==> src/design/apar_pkg.sv <==
// ----------------------------------------------------------------------------
// apar_pkg
// shared types, constants and bit-correction functions of the phase
// ambiguity resolver
// ----------------------------------------------------------------------------
package apar_pkg;

    // defaults for the top-level parameters
    localparam int DEF_MARKER_BITS    = 32;
    localparam int DEF_POSITION_WIDTH = 16;

    // configuration port
    localparam int CFG_INDEX_W = 3;
    localparam int CFG_DATA_W  = 32;
    localparam int FRAME_W     = 16;
    localparam int THR_W       = 4;
    localparam int PAT_W       = 32;

    localparam logic [CFG_INDEX_W-1:0] REG_QPSK_MODE   = 3'd0;
    localparam logic [CFG_INDEX_W-1:0] REG_FRAME_BITS  = 3'd1;
    localparam logic [CFG_INDEX_W-1:0] REG_ERR_THRESH  = 3'd2;
    localparam logic [CFG_INDEX_W-1:0] REG_MARKER      = 3'd3;
    localparam logic [CFG_INDEX_W-1:0] REG_MARKER_ROT  = 3'd4;

    localparam logic [FRAME_W-1:0] RST_FRAME_BITS = 16'd2072;
    localparam logic [THR_W-1:0]   RST_ERR_THRESH = 4'd1;
    localparam logic [PAT_W-1:0]   RST_MARKER     = 32'h1ACF_FC1D;
    localparam logic [PAT_W-1:0]   RST_MARKER_ROT = 32'h8F65_6584;

    // phase codes
    localparam logic [1:0] PH_NONE = 2'd0;
    localparam logic [1:0] PH_INV  = 2'd1;
    localparam logic [1:0] PH_R90  = 2'd2;
    localparam logic [1:0] PH_R270 = 2'd3;

    // one queued result beat; pending entries are raw marker bits
    typedef struct packed {
        logic       value;
        logic [1:0] phase;
        logic       last;
        logic       pending;
        logic       odd;     // odd offset in frame
        logic       pen;     // offset marker_bits-2
        logic       fin;     // offset marker_bits-1
    } entry_t;

    // broadcast control from the top level to every queue cell
    typedef struct packed {
        logic       shift;
        logic       rel;
        logic [1:0] phase;
        logic       qpsk;
        logic       held_case;
    } cell_ctl_t;

    // marker decision unit status
    typedef struct packed {
        logic       busy;
        logic       rel;
        logic [1:0] phase;
    } dec_status_t;

    // lone bit: only an inversion applies
    function automatic logic xform_single(input logic a, input logic [1:0] ph);
        return a ^ (ph == PH_INV);
    endfunction

    // first bit of a corrected pair (a,b)
    function automatic logic xform_first(input logic a, input logic b,
                                         input logic [1:0] ph);
        logic r;
        case (ph)
            PH_NONE: r = a;
            PH_INV:  r = ~a;
            PH_R90:  r = b;
            default: r = ~b;
        endcase
        return r;
    endfunction

    // second bit of a corrected pair (a,b)
    function automatic logic xform_second(input logic a, input logic b,
                                          input logic [1:0] ph);
        logic r;
        case (ph)
            PH_NONE: r = b;
            PH_INV:  r = ~b;
            PH_R90:  r = ~a;
            default: r = a;
        endcase
        return r;
    endfunction

endpackage

==> src/design/apar_cell.sv <==
// ----------------------------------------------------------------------------
// apar_cell
// one slot of the shifting result queue; corrects its own marker bit in
// place when the phase decision is broadcast
// ----------------------------------------------------------------------------
module apar_cell import apar_pkg::*;
(
    input  logic      clk,
    input  cell_ctl_t ctl,
    input  logic      wr_en,
    input  entry_t    wr_entry,
    input  entry_t    up_fwd,
    input  logic      head_nb_value,
    input  logic      tail_nb_value,
    output entry_t    entry,
    output entry_t    fwd
);

    entry_t entry_reg;
    entry_t entry_next;
    entry_t xf;

    // in-place correction of a pending marker bit
    // a final marker bit stands alone only at an even offset (odd marker)
    always_comb
    begin
        xf = entry_reg;
        if (ctl.rel && entry_reg.pending)
        begin
            xf.pending = 1'b0;
            xf.phase   = ctl.phase;
            xf.last    = entry_reg.fin | (entry_reg.pen & ctl.held_case);
            if (!ctl.qpsk || (entry_reg.fin && !entry_reg.odd))
                xf.value = xform_single(entry_reg.value, ctl.phase);
            else if (entry_reg.odd)
                xf.value = xform_second(head_nb_value, entry_reg.value, ctl.phase);
            else
                xf.value = xform_first(entry_reg.value, tail_nb_value, ctl.phase);
        end
    end

    always_comb
    begin
        if (wr_en)
            entry_next = wr_entry;
        else if (ctl.shift)
            entry_next = up_fwd;
        else
            entry_next = xf;
    end

    always_ff @(posedge clk)
    begin
        entry_reg <= entry_next;
    end

    assign entry = entry_reg;
    assign fwd   = xf;

endmodule

==> src/design/apar_decide.sv <==
// ----------------------------------------------------------------------------
// apar_decide
// marker buffer, two-stage match count against both patterns and the
// phase decision
// ----------------------------------------------------------------------------
module apar_decide import apar_pkg::*;
#(
    parameter int MARKER_BITS = DEF_MARKER_BITS
)
(
    input  logic             clk,
    input  logic             rst_n,
    input  logic             mk_shift,
    input  logic             mk_start,
    input  logic             in_bit,
    input  logic             qpsk,
    input  logic [THR_W-1:0] threshold,
    input  logic [PAT_W-1:0] pattern,
    input  logic [PAT_W-1:0] pattern_rot,
    output dec_status_t      status
);

    localparam int NG   = (MARKER_BITS + 7) / 8;
    localparam int PADW = NG * 8;
    localparam int CW   = $clog2(MARKER_BITS + 1);
    localparam int TW   = $clog2(MARKER_BITS + 16) + 1;
    localparam logic [TW-1:0] MB_T = TW'(MARKER_BITS);

    logic [MARKER_BITS-1:0] mbuf_reg;
    logic [MARKER_BITS-1:0] mbuf_next;
    logic                   s1_reg;
    logic                   s2_reg;
    logic                   rel_reg;
    logic [1:0]             phase_reg;
    logic [1:0]             phase_next;

    logic [PADW-1:0] diff0;
    logic [PADW-1:0] diff1;
    logic [3:0]      grp0_c   [NG];
    logic [3:0]      grp1_c   [NG];
    logic [3:0]      grp0_reg [NG];
    logic [3:0]      grp1_reg [NG];
    logic [CW-1:0]   mis0;
    logic [CW-1:0]   mis1;
    logic [TW-1:0]   m0_t;
    logic [TW-1:0]   m1_t;
    logic [TW-1:0]   thr_t;

    assign mbuf_next = {mbuf_reg[MARKER_BITS-2:0], in_bit};

    // stage one: mismatch counts per byte group
    always_comb
    begin
        diff0 = PADW'(mbuf_reg ^ MARKER_BITS'(pattern));
        diff1 = PADW'(mbuf_reg ^ MARKER_BITS'(pattern_rot));
        for (int g = 0; g < NG; g++)
        begin
            grp0_c[g] = '0;
            grp1_c[g] = '0;
            for (int b = 0; b < 8; b++)
            begin
                grp0_c[g] = grp0_c[g] + 4'(diff0[g*8+b]);
                grp1_c[g] = grp1_c[g] + 4'(diff1[g*8+b]);
            end
        end
    end

    // stage two: totals and the ordered tests, later ones win
    always_comb
    begin
        mis0 = '0;
        mis1 = '0;
        for (int g = 0; g < NG; g++)
        begin
            mis0 = mis0 + CW'(grp0_reg[g]);
            mis1 = mis1 + CW'(grp1_reg[g]);
        end
        m0_t  = TW'(mis0);
        m1_t  = TW'(mis1);
        thr_t = TW'(threshold);
        phase_next = phase_reg;
        if (m0_t <= thr_t)
            phase_next = PH_NONE;
        if (m0_t + thr_t >= MB_T)
            phase_next = PH_INV;
        if (qpsk)
        begin
            if (m1_t <= thr_t)
                phase_next = PH_R90;
            if (m1_t + thr_t >= MB_T)
                phase_next = PH_R270;
        end
    end

    always_ff @(posedge clk or negedge rst_n)
    begin
        if (!rst_n)
        begin
            mbuf_reg  <= '0;
            s1_reg    <= 1'b0;
            s2_reg    <= 1'b0;
            rel_reg   <= 1'b0;
            phase_reg <= PH_NONE;
        end
        else
        begin
            if (mk_shift)
                mbuf_reg <= mbuf_next;
            s1_reg  <= mk_start;
            s2_reg  <= s1_reg;
            rel_reg <= s2_reg;
            if (s2_reg)
                phase_reg <= phase_next;
        end
    end

    always_ff @(posedge clk)
    begin
        if (s1_reg)
        begin
            grp0_reg <= grp0_c;
            grp1_reg <= grp1_c;
        end
    end

    assign status.busy  = s1_reg | s2_reg;
    assign status.rel   = rel_reg;
    assign status.phase = phase_reg;

endmodule

==> src/design/asm_phase_ambiguity_resolver_top.sv <==
// ----------------------------------------------------------------------------
// asm_phase_ambiguity_resolver_top
// resolves the psk phase ambiguity of framed hard bits from the sync marker
// at the head of each frame and emits every frame phase-corrected
// ----------------------------------------------------------------------------
// throughput: one input bit per cycle when not stalled; the input stalls after
//   each frame's final marker bit while the match counts settle (two-stage
//   count pipeline) and while the result queue is near full
// ordering: payload bits show in the cycle after acceptance, behind any queued
//   beats; the marker burst follows the decision through the s1, s2 and release registers
// reset: asynchronous, active low; position, phase, held bit, marker buffer
//   and queue fill clear, registers take their defaults
// ----------------------------------------------------------------------------
module asm_phase_ambiguity_resolver_top import apar_pkg::*;
#(
    parameter int MARKER_BITS    = DEF_MARKER_BITS,
    parameter int POSITION_WIDTH = DEF_POSITION_WIDTH
)
(
    input  logic                   clk,
    input  logic                   rst_n,
    // configuration writes
    input  logic                   cfg_we,
    input  logic [CFG_INDEX_W-1:0] cfg_index,
    input  logic [CFG_DATA_W-1:0]  cfg_data,
    // input bit stream
    input  logic                   in_valid,
    output logic                   in_stall,
    input  logic                   in_bit,
    // corrected result stream
    output logic                   out_valid,
    input  logic                   out_stall,
    output logic                   out_bit,
    output logic [1:0]             phase_code,
    output logic                   last_of_run
);

    // queue holds a whole marker plus room for a pair beat and slack
    localparam int DEPTH = MARKER_BITS + 4;
    localparam int CNT_W = $clog2(DEPTH + 1);
    localparam int EW    = ((POSITION_WIDTH > FRAME_W) ? POSITION_WIDTH : FRAME_W) + 1;
    localparam logic [EW-1:0] MB_E   = EW'(MARKER_BITS);
    localparam logic [EW-1:0] CAP_E  = EW'({1'b1, {POSITION_WIDTH{1'b0}}});
    localparam logic          MB_ODD = ((MARKER_BITS % 2) == 1);
    localparam logic [CNT_W-1:0] FULL_MARK = CNT_W'(DEPTH - 2);

    // configuration registers
    logic               qpsk_reg;
    logic [FRAME_W-1:0] frame_bits_reg;
    logic [THR_W-1:0]   thr_reg;
    logic [PAT_W-1:0]   pat_reg;
    logic [PAT_W-1:0]   rot_reg;

    // frame tracking
    logic [POSITION_WIDTH-1:0] pos_reg;
    logic [POSITION_WIDTH-1:0] pos_next;
    logic                      held_reg;
    logic [CNT_W-1:0]          count_reg;
    logic [CNT_W-1:0]          count_next;

    logic [EW-1:0] eff_lo;
    logic [EW-1:0] eff;
    logic [EW-1:0] pos_e;
    logic          at_end;
    logic          in_marker;
    logic          marker_last;
    logic          held_case;

    logic          in_accept;
    logic          pop;
    logic          push0;
    logic          push1;
    logic          hold_bit;
    entry_t        e0;
    entry_t        e1;
    logic [CNT_W-1:0] base;
    logic [CNT_W-1:0] base_p1;

    dec_status_t dec_status;
    cell_ctl_t   ctl;

    entry_t cell_q [DEPTH];
    entry_t cell_f [DEPTH];

    // ------------------------------------------------------------------------
    // configuration port, out-of-range indexes are ignored
    // ------------------------------------------------------------------------
    always_ff @(posedge clk or negedge rst_n)
    begin
        if (!rst_n)
        begin
            qpsk_reg       <= 1'b0;
            frame_bits_reg <= RST_FRAME_BITS;
            thr_reg        <= RST_ERR_THRESH;
            pat_reg        <= RST_MARKER;
            rot_reg        <= RST_MARKER_ROT;
        end
        else if (cfg_we)
        begin
            unique case (cfg_index)
                REG_QPSK_MODE:  qpsk_reg       <= cfg_data[0];
                REG_FRAME_BITS: frame_bits_reg <= cfg_data[FRAME_W-1:0];
                REG_ERR_THRESH: thr_reg        <= cfg_data[THR_W-1:0];
                REG_MARKER:     pat_reg        <= cfg_data[PAT_W-1:0];
                REG_MARKER_ROT: rot_reg        <= cfg_data[PAT_W-1:0];
                default:        ;
            endcase
        end
    end

    // ------------------------------------------------------------------------
    // frame length: short frames stretch to the marker, long ones cap at the
    // position counter range
    // ------------------------------------------------------------------------
    always_comb
    begin
        eff_lo = (EW'(frame_bits_reg) < MB_E) ? MB_E : EW'(frame_bits_reg);
        eff    = (eff_lo > CAP_E) ? CAP_E : eff_lo;
    end

    assign pos_e       = EW'(pos_reg);
    assign at_end      = (pos_e + EW'(1)) >= eff;
    assign in_marker   = pos_e < MB_E;
    assign marker_last = pos_e == (MB_E - EW'(1));
    // qpsk with an odd marker: the final marker bit opens a pair with the
    // first payload bit, so it is held back and not queued
    assign held_case   = qpsk_reg & MB_ODD & (MB_E < eff);

    assign pos_next = at_end ? '0 : pos_reg + POSITION_WIDTH'(1);

    // ------------------------------------------------------------------------
    // handshakes
    // ------------------------------------------------------------------------
    assign in_stall  = dec_status.busy | (count_reg > FULL_MARK);
    assign in_accept = in_valid & ~in_stall;
    assign out_valid = (count_reg != '0) & ~cell_q[0].pending;
    assign pop       = out_valid & ~out_stall;

    // ------------------------------------------------------------------------
    // result beats for the accepted bit
    // marker bits go in raw and pending, payload bits go in corrected
    // ------------------------------------------------------------------------
    always_comb
    begin
        e0       = '0;
        e1       = '0;
        push0    = 1'b0;
        push1    = 1'b0;
        hold_bit = 1'b0;
        if (in_marker)
        begin
            if (marker_last && held_case)
                hold_bit = 1'b1;
            else
            begin
                e0.value   = in_bit;
                e0.pending = 1'b1;
                e0.odd     = pos_reg[0];
                e0.pen     = pos_e == (MB_E - EW'(2));
                e0.fin     = marker_last;
                push0      = 1'b1;
            end
        end
        else if (!qpsk_reg)
        begin
            e0.value = xform_single(in_bit, dec_status.phase);
            e0.phase = dec_status.phase;
            e0.last  = 1'b1;
            push0    = 1'b1;
        end
        else if (!pos_reg[0])
        begin
            // lone last bit of an odd frame goes out alone
            if (at_end)
            begin
                e0.value = xform_single(in_bit, dec_status.phase);
                e0.phase = dec_status.phase;
                e0.last  = 1'b1;
                push0    = 1'b1;
            end
            else
                hold_bit = 1'b1;
        end
        else
        begin
            e0.value = xform_first(held_reg, in_bit, dec_status.phase);
            e0.phase = dec_status.phase;
            e1.value = xform_second(held_reg, in_bit, dec_status.phase);
            e1.phase = dec_status.phase;
            e1.last  = 1'b1;
            push0    = 1'b1;
            push1    = 1'b1;
        end
    end

    // first free slot after this cycle's pop
    assign base    = count_reg - CNT_W'(pop);
    assign base_p1 = base + CNT_W'(1);

    always_comb
    begin
        count_next = base;
        if (in_accept)
            count_next = base + CNT_W'(push0) + CNT_W'(push1);
    end

    always_ff @(posedge clk or negedge rst_n)
    begin
        if (!rst_n)
        begin
            pos_reg   <= '0;
            held_reg  <= 1'b0;
            count_reg <= '0;
        end
        else
        begin
            count_reg <= count_next;
            if (in_accept)
            begin
                pos_reg <= pos_next;
                if (hold_bit)
                    held_reg <= in_bit;
            end
        end
    end

    // ------------------------------------------------------------------------
    // marker match count and phase decision
    // ------------------------------------------------------------------------
    apar_decide #(
        .MARKER_BITS (MARKER_BITS)
    ) u_decide (
        .clk         (clk),
        .rst_n       (rst_n),
        .mk_shift    (in_accept & in_marker),
        .mk_start    (in_accept & marker_last),
        .in_bit      (in_bit),
        .qpsk        (qpsk_reg),
        .threshold   (thr_reg),
        .pattern     (pat_reg),
        .pattern_rot (rot_reg),
        .status      (dec_status)
    );

    // ------------------------------------------------------------------------
    // result queue: a row of cells shifting toward cell 0 on every popped
    // beat; the decision releases the pending marker bits in place, each
    // pair partner sitting in the neighboring cell
    // ------------------------------------------------------------------------
    assign ctl.shift     = pop;
    assign ctl.rel       = dec_status.rel;
    assign ctl.phase     = dec_status.phase;
    assign ctl.qpsk      = qpsk_reg;
    assign ctl.held_case = held_case;

    for (genvar i = 0; i < DEPTH; i++)
    begin : g_cell
        entry_t up_fwd;
        logic   head_nb;
        logic   tail_nb;
        logic   wr0;
        logic   wr1;

        if (i == DEPTH - 1)
        begin : g_tail
            assign up_fwd  = '0;
            assign tail_nb = 1'b0;
        end
        else
        begin : g_mid
            assign up_fwd  = cell_f[i+1];
            assign tail_nb = cell_q[i+1].value;
        end

        if (i == 0)
        begin : g_head
            assign head_nb = 1'b0;
        end
        else
        begin : g_body
            assign head_nb = cell_q[i-1].value;
        end

        assign wr0 = in_accept & push0 & (base == CNT_W'(i));
        assign wr1 = in_accept & push1 & (base_p1 == CNT_W'(i));

        apar_cell u_cell (
            .clk           (clk),
            .ctl           (ctl),
            .wr_en         (wr0 | wr1),
            .wr_entry      (wr1 ? e1 : e0),
            .up_fwd        (up_fwd),
            .head_nb_value (head_nb),
            .tail_nb_value (tail_nb),
            .entry         (cell_q[i]),
            .fwd           (cell_f[i])
        );
    end

    // head of the queue drives the result beat
    assign out_bit     = cell_q[0].value;
    assign phase_code  = cell_q[0].phase;
    assign last_of_run = cell_q[0].last;

endmodule

==> config.mk <==
export PLATFORM = sky130hd
export DESIGN_NAME = asm_phase_ambiguity_resolver_top
export DESIGN_NICKNAME = d
export VERILOG_FILES = /design/src/design/apar_pkg.sv /design/src/design/apar_cell.sv /design/src/design/apar_decide.sv /design/src/design/asm_phase_ambiguity_resolver_top.sv
export SDC_FILE = /design/constraint.sdc
export NUM_CORES = 1
export LEC_CHECK = 0
export ABC_AREA = 1
export BUFFER_PORTS_ARGS = -buffer_cell sky130_fd_sc_hd__buf_4
export CAP_MARGIN = 0
export CORE_ASPECT_RATIO = 1.2
export CORE_MARGIN = 4
export CORE_UTILIZATION = 47
export CTS_BUF_LIST = sky130_fd_sc_hd__clkbuf_2
export CTS_CLUSTER_DIAMETER = 50
export CTS_CLUSTER_SIZE = 10
export DETAILED_ROUTE_END_ITERATION = 10
export PLACE_DENSITY = 0.63
export SETUP_SLACK_MARGIN = 0.1
export SYNTH_ARGS = -nofsm -noshare
export SYNTH_HDL_FRONTEND = slang
export SYNTH_SLANG_ARGS = --single-unit
==> constraint.sdc <==
create_clock -name clk -period 8.24 [get_ports clk]
set_clock_uncertainty 0.2 [all_clocks]
set_input_delay 0.824 -clock clk [delete_from_list [all_inputs] [get_ports clk]]
set_output_delay 0.824 -clock clk [all_outputs]
set_load 0.02 [all_outputs]
==> reports/results.tsv, run 1 <==
stage	metric	value	unit
yosys	netlist.area_leader.share	0.168	
route	via_per_inst	5.34	
global_routing	grt_overflow	0	
cts	clkTransAtPathRegs	0.20	ns
route	drt_first_iter_violations	1901	
yosys	synth-edff-count	109	
floorplan	die-area	63100	um2
cts	numClockSinks	429	
power_and_ir_drop	irDropWorstVdd	437	uV
setup_path	worstPathMaxFanout	39	
cts	cts_tree	built	
power_and_ir_drop	p_per_area	377	nW/um2
cts	clk_path_buf_depth	3	
setup_path	rrSetupSlack	3.44	ns
floorplan	die_h	274	um
floorplan	start_util	0.475	
route	drc	0	
flow_run	cap_violations	0	
yosys	async_reset_ff_frac	0.338	
route	vias	25100	
timing	tightest_slew	1.03	ns
timing	maxSlewViolCount	0	
final_layout	regArea	10500	um2
timing	timing_hold_violations_final	0	
power_and_ir_drop	comb_power_share	0.573	
setup_path	critical_path_class	reg2reg	
final_layout	fill_cells	5974	
setup_path	worstRegToRegCells	16	
yosys	yosysUniqueCellTypes	50	
final_layout	area_growth	7.20	%
power_and_ir_drop	switching_power	5.57	mW
yosys	synth_area_per_cell	7.22	um2
yosys	synth_top_area_cell	nand2_1	
setup_path	critPathRequiredTime	9.12	ns
setup_path	cp.arrival	5.68	ns
placed_design	routabilityCongestion	0.947	
floorplan	num_rows	97	
yosys	synth_common_cells	1242 x nand2_1, 446 x o21ai_0, 399 x inv_1	
cts	clk-insertion-delay-late	1.18	ns
setup_path	endpoint_kind	flop	
timing	fmax	208	MHz
global_routing	grt_max_degree	109	
global_routing	grt_pass1_vias	24200	
floorplan	die_x	230	um
setup_path	startpoint_type	flop	
route	first_pass_iters	6	
yosys	synthTopCellsByArea	nand2_1 17%, dfxtp_1 13%, edfxtp_1 12%	
yosys	yosysWarnings	0	
final_layout	final_nets	4078	
final_layout	largest_reg_flops	252	
cts	cts_buffers	56	
power_and_ir_drop	clockPowerShare	0.109	
min_path	min_path_type	in2async	
route	wirelength	82300	um
power_and_ir_drop	p_seq_frac	0.318	
final_layout	drive_gt1_frac	0.0788	
global_routing	grt_first_pass_wirelength	130000	um
placed_design	place_hpwl	55900	um
route	wl_per_cell	17.5	um
final_layout	final_cells	4713	
yosys	netlist_instances	3850	
timing	rsz0062_at_grt	false	
cts	htreeDepth	2	
global_routing	track_usage	0.257	
yosys	synth_flop_cell	dfxtp_1	
power_and_ir_drop	leakagePower	14.3	nW
yosys	syn_area	27800	um2
route	ant_nets	0	
placed_design	port_buffers	46	
yosys	synth_most_common_cell	nand2_1	
floorplan	ios	47	
setup_path	r2r-end	g_cell[1].u_cell.entry[7]$_DFF_P_	
placed_design	dpl.cell_count	4561	
cts	cts_root_buf	clkbuf_2	
timing	maxSlewHeadroom	0.312	
floorplan	coreArea	58500	um2
setup_path	reg2reg_from	u_decide.phase_reg[0]$_DFFE_PN0P_	
timing	period_minus_slack	4.80	ns
yosys	syn_nets	4055	
power_and_ir_drop	intPower	5.67	mW
setup_path	critPathLaunch	u_decide.phase_reg[0]$_DFFE_PN0P_	
run_status	status	completed	
timing	setup_tns	0	ns
power_and_ir_drop	power_switching_share	0.496	
global_routing	antenna_found_initial	1	
timing	finalSetupViolCount	0	
final_layout	multiInputGateArea	15100	um2
yosys	ys_seq_elements	429	
timing	post-route-period-util	0.582	
yosys	ys_seq_area_frac	0.376	
-- power by group through the flow --
stage | combinational, mW | clock, mW | sequential (mW)
6_report | 6.44 | 1.23 | 3.57
5_1_grt | 7.31 | 1.35 | 3.66
4_1_cts | 6.46 | 1.27 | 3.57
3_5_place_dp | 6.40 | 0 | 3.62
3_3_place_gp | 6.31 | 0 | 3.61
2_1_floorplan | 4.59 | 0 | 3.49
-- how the worst max path moves through the flow --
stage / endpoint
floorplan: g_cell[19].u_cell.entry[0]$_DFFE_PP_
global placement: g_cell[30].u_cell.entry[7]$_DFF_P_
detailed placement: g_cell[3].u_cell.entry[7]$_DFF_P_
CTS: g_cell[3].u_cell.entry[7]$_DFF_P_
global route: g_cell[20].u_cell.entry[7]$_DFF_P_
finish: g_cell[1].u_cell.entry[7]$_DFF_P_
-- layout make-up --
class	count	area share
Clock buffer	83	0.0139
Multi-Input combinational cell	2838	0.506
Tap cell	792	0.0332
Clock inverter	21	0.00722
Timing Repair Buffer	124	0.0352
Sequential cell	429	0.351
Inverter	424	0.0535
Antenna cell	2	0.000168
-- cell usage in the layout (no fill, tap or decap), types with 8 or more instances in the layout --
cell type	n
dfrtp_1	106
xnor2_1	26
o21ai_0	446
buf_4	77
clkinv_1	11
xor2_1	66
o211ai_1	35
nand3_2	13
nand2_2	27
clkbuf_2	83
dlygate4sd3_1	46
inv_1	396
nand4_1	12
nor2_1	236
o21a_1	9
o22ai_1	65
mux2i_1	59
fa_1	47
dfstp_2	38
a21oi_1	156
nand3_1	196
ha_1	115
dfxtp_1	175
nor2_4	8
o21bai_1	10
nand2_1	1242
edfxtp_1	109
inv_2	21
nor2_2	9
nor3_1	10
-- per-layer routing --
layer	global-route usage	up-vias	share of wire	routed length (um)
met3	0.0320	190	0.057	4720
met5	0	-	0	0
met4	0.101	0	0.041	3390
met2	0.458	775	0.49	40400
met1	0.317	11600	0.41	33800
li1	-	12600	-	-
-- repair_timing --
item                      4_1_cts  5_1_grt
hold buffers                   46        0
hold endpoints to repair      183        0
setup buffers                   0        0
gates resized for setup         0        0
-- metrics by stage --
stage           util  hold WS [ns]  instance area, um2  setup slack [ns]  total power, mW
3_5_place_dp   0.491         0.271               28700              3.58             10.0
6_report       0.510        0.0804               29800              3.44             11.2
3_3_place_gp   0.491         0.267               28700              3.79             9.93
4_1_cts        0.510        0.0235               29800              3.53             11.3
5_1_grt        0.510         0.105               29800              3.13             12.3
2_1_floorplan      -         0.228               27800              4.29             8.08
-- worst max-delay path: stages, from the launching register on --
cell and delay (ns):
dfrtp_1 0.49, clkinv_1 0.07, buf_4 0.50, ha_1 0.26, buf_4 0.36, nand2_1 0.54
buf_4 0.39, inv_1 0.44, a21oi_1 0.14, o21ai_0 0.19, inv_1 0.05, nand2_1 0.40
buf_4 0.43, nand2_1 0.09, nand2_1 0.07, nand2_1 0.05, nand2_1 0.05
-- kinds of logic (layout without fill, tap and decap cells) --
logic type	after synthesis	in the layout	share of synthesized area
flip-flops	429	429	0.376
adder cells (fa/ha/maj)	164	164	0.0865
other	0	2	0
buffers and inverters	583	652	0.0830
XOR/XNOR	93	93	0.0296
AO/OA/AOI/OAI	745	745	0.143
multiplexers	61	61	0.0220
AND/OR/NAND/NOR	1775	1775	0.260
Power figures use the tool's default switching activity.
==> run 2, diff against run 1 <==
==> constraint.sdc (replaced) <==
create_clock -name clk -period 4.55 [get_ports clk]
set_clock_uncertainty 0.2 [all_clocks]
set_input_delay 0.455 -clock clk [delete_from_list [all_inputs] [get_ports clk]]
set_output_delay 0.455 -clock clk [all_outputs]
set_load 0.02 [all_outputs]
==> run 2 against run 1 <==
  * Utilization up 1.2 points
  * Fmax up 15%
  * First-iteration DRC count grew 6.6%
  * Combinational power is 89% higher
  * Register-to-register slack worse by 3.1 ns
  * Non-clock buffer count is 75 higher
  * Die area did not move
  * Wire length rose by 2.4%
  * Critical path depth up 4
  * Cell area up 2.4%
  * Power up 84%
==> reports/results.tsv, run 2 (synthesized netlist as in run 1, its figures left out) <==
stage	metric	value	unit	change
min_path	min_path_type	in2reg		
power_and_ir_drop	irDropWorstVdd	715	uV	+64%
timing	post-route-period-util	0.916		+0.333
cts	cts_root_buf	clkbuf_2		
setup_path	r2r-end	held_reg$_DFFE_PN0P_		
min_path	hold_start	cfg_index[0]		
power_and_ir_drop	p_per_area	679	nW/um2	+80%
timing	tightest_slew	0.934	ns	-0.0978 ns
final_layout	drive_gt1_frac	0.0883		+0.00942
setup_path	critPathRequiredTime	5.37	ns	-3.75 ns
setup_path	endpoint_kind	flop		
route	vias	25500		+1.4%
floorplan	coreArea	58500	um2	unchanged
route	wl_per_cell	17.6	um	+0.93%
timing	period_minus_slack	4.17	ns	-0.632 ns
floorplan	start_util	0.475		unchanged
cts	cts_buffers	53		-5.4%
final_layout	final_nets	4150		+1.8%
setup_path	rrSetupSlack	0.38	ns	-3.06 ns
timing	timing_hold_violations_final	0		unchanged
setup_path	worstRegToRegCells	20		+4
final_layout	final_common_cell	nand2_1		
floorplan	die_x	230	um	unchanged
route	ant_nets	0		unchanged
global_routing	grt_first_pass_wirelength	134000	um	+2.5%
floorplan	num_rows	97		unchanged
setup_path	cp.arrival	4.99	ns	-0.69 ns
global_routing	antenna_found_initial	1		unchanged
timing	rsz0062_at_grt	false		
cts	numClockSinks	429		unchanged
power_and_ir_drop	leakagePower	14.6	nW	+2.3%
route	drt_first_iter_violations	2026		+6.6%
final_layout	area_growth	9.73	%	
global_routing	track_usage	0.264		+0.00676
route	drc	0		unchanged
final_layout	fill_cells	5896		-1.3%
timing	finalSetupViolCount	0		unchanged
setup_path	reg2reg_from	pos_reg[0]$_DFFE_PN0P_		
cts	clk-insertion-delay-late	1.13	ns	-0.05 ns
placed_design	place_hpwl	57600	um	+3.2%
run_status	status	completed		
route	via_per_inst	5.33		about the same
global_routing	grt_pass1_vias	24900		+2.8%
global_routing	grt_overflow	0		unchanged
placed_design	port_buffers	46		unchanged
timing	setup_tns	0	ns	unchanged
cts	cts_tree	built		
route	wirelength	84300	um	+2.4%
setup_path	critical_path_class	reg2reg		
timing	hold_ws	0.153	ns	+0.0730 ns
cts	htreeDepth	2		unchanged
route	first_pass_iters	6		unchanged
setup_path	crit_path_end	held_reg$_DFFE_PN0P_		
timing	fmax	240	MHz	+15%
cts	clkTransAtPathRegs	0.20	ns	about the same
setup_path	startpoint_type	flop		
flow_run	cap_violations	0		unchanged
floorplan	ios	47		unchanged
final_layout	most-common-layout-cells	1239 x nand2_1, 446 x o21ai_0, 396 x inv_1		
timing	maxSlewHeadroom	0.377		+0.0652
placed_design	routabilityCongestion	0.933		-1.6%
cts	clk_path_buf_depth	3		unchanged
setup_path	critPathLaunch	pos_reg[0]$_DFFE_PN0P_		
final_layout	largest_reg_flops	252		unchanged
global_routing	grt_max_degree	146		+34%
timing	maxSlewViolCount	0		unchanged
floorplan	die-area	63100	um2	unchanged
setup_path	worstPathMaxFanout	5		-87%
floorplan	die_h	274	um	unchanged
==> run 2: cell count changes in the layout (fill, tap and decap cells not counted), sizes merged <==
cell / previous run / this run
clkbuf: 83 / 85
buf: 78 / 113
inv: 419 / 421
clkinv: 20 / 13
bufinv: 4 / 2
dlygate4sd3: 46 / 85
==> run 2: worst min-delay path by stage <==
stage	to	slack (ns)	cells past startpoint
final	qpsk_reg$_DFFE_PN0P_	0.15	5
after global routing	qpsk_reg$_DFFE_PN0P_	0.05	5
after CTS	qpsk_reg$_DFFE_PN0P_	0.003	5
after detailed placement	frame_bits_reg[1]$_DFFE_PN0P_	0.28	2
after global placement	frame_bits_reg[0]$_DFFE_PN0P_	0.27	2
after floorplan	count_reg[0]$_DFF_PN0_	-0.04	0
==> run 2: cell type report <==
type / count / area (um2) / area share
multi-input combinational: 2838 / 15100 / 0.496
sequential: 429 / 10500 / 0.343
timing repair buffer: 199 / 1790 / 0.0585
inverter: 424 / 1600 / 0.0523
tap: 792 / 991 / 0.0325
clock buffer: 84 / 420 / 0.0138
clock inverter: 14 / 120 / 0.00394
antenna: 2 / 5.00 / 0.000164
==> run 2: worst max-delay path, stage by stage, from the launching register on <==
cell and delay (ns):
dfrtp_1 0.43, ha_2 0.20, nand2_2 0.08, nor2_4 0.15
nand2_2 0.10, nor2_4 0.12, nand2_1 0.09, xor2_2 0.15
inv_1 0.06, ha_1 0.31, nand2_1 0.09, nor2_1 0.04
and3_1 0.15, a21oi_2 0.17, nand4_1 0.19, buf_12 0.19
nor2_1 0.10, nand2_1 0.05, dlygate4sd3_1 0.55, o21ai_0 0.08
dlygate4sd3_1 0.57
==> run 2: repair_timing <==
| action | 4_1_cts | 5_1_grt |
|---|---|---|
| buffers inserted | 0 | 7 |
| setup endpoints to repair | 0 | 34 |
| endpoints found under the hold margin | 268 | 0 |
| resized for setup | 0 | 14 |
| hold buffers | 86 | 0 |
==> run 2: metrics by stage <==
step	power (mW)	utilization	cells	area (um2)	setup WS (ns)
finish	20.7	0.522	4782	30500	0.383
global route	22.6	0.522	4781	30500	0.0928
CTS	20.6	0.519	4772	30400	0.133
detailed placement	18.5	0.495	4588	29000	0.471
global placement	18.3	0.495	4588	29000	0.573
floorplan	14.6	-	3850	27800	0.755
==> run 2: layer usage <==
layer | global-route usage | wire [um] | vias up
li1 | - | - | 12700
met1 | 0.323 | 33900 | 11800
met2 | 0.473 | 41500 | 800
met3 | 0.0356 | 5330 | 203
met4 | 0.100 | 3600 | 0
met5 | 0 | 0 | -
==> run 2: power by group <==
group | switching (mW) | internal, mW | leakage [nW]
logic | 8.05 | 4.19 | 10.0
clock network | 1.43 | 0.607 | 0.411
registers | 0.815 | 5.64 | 4.23
total | 10.3 | 10.4 | 14.6
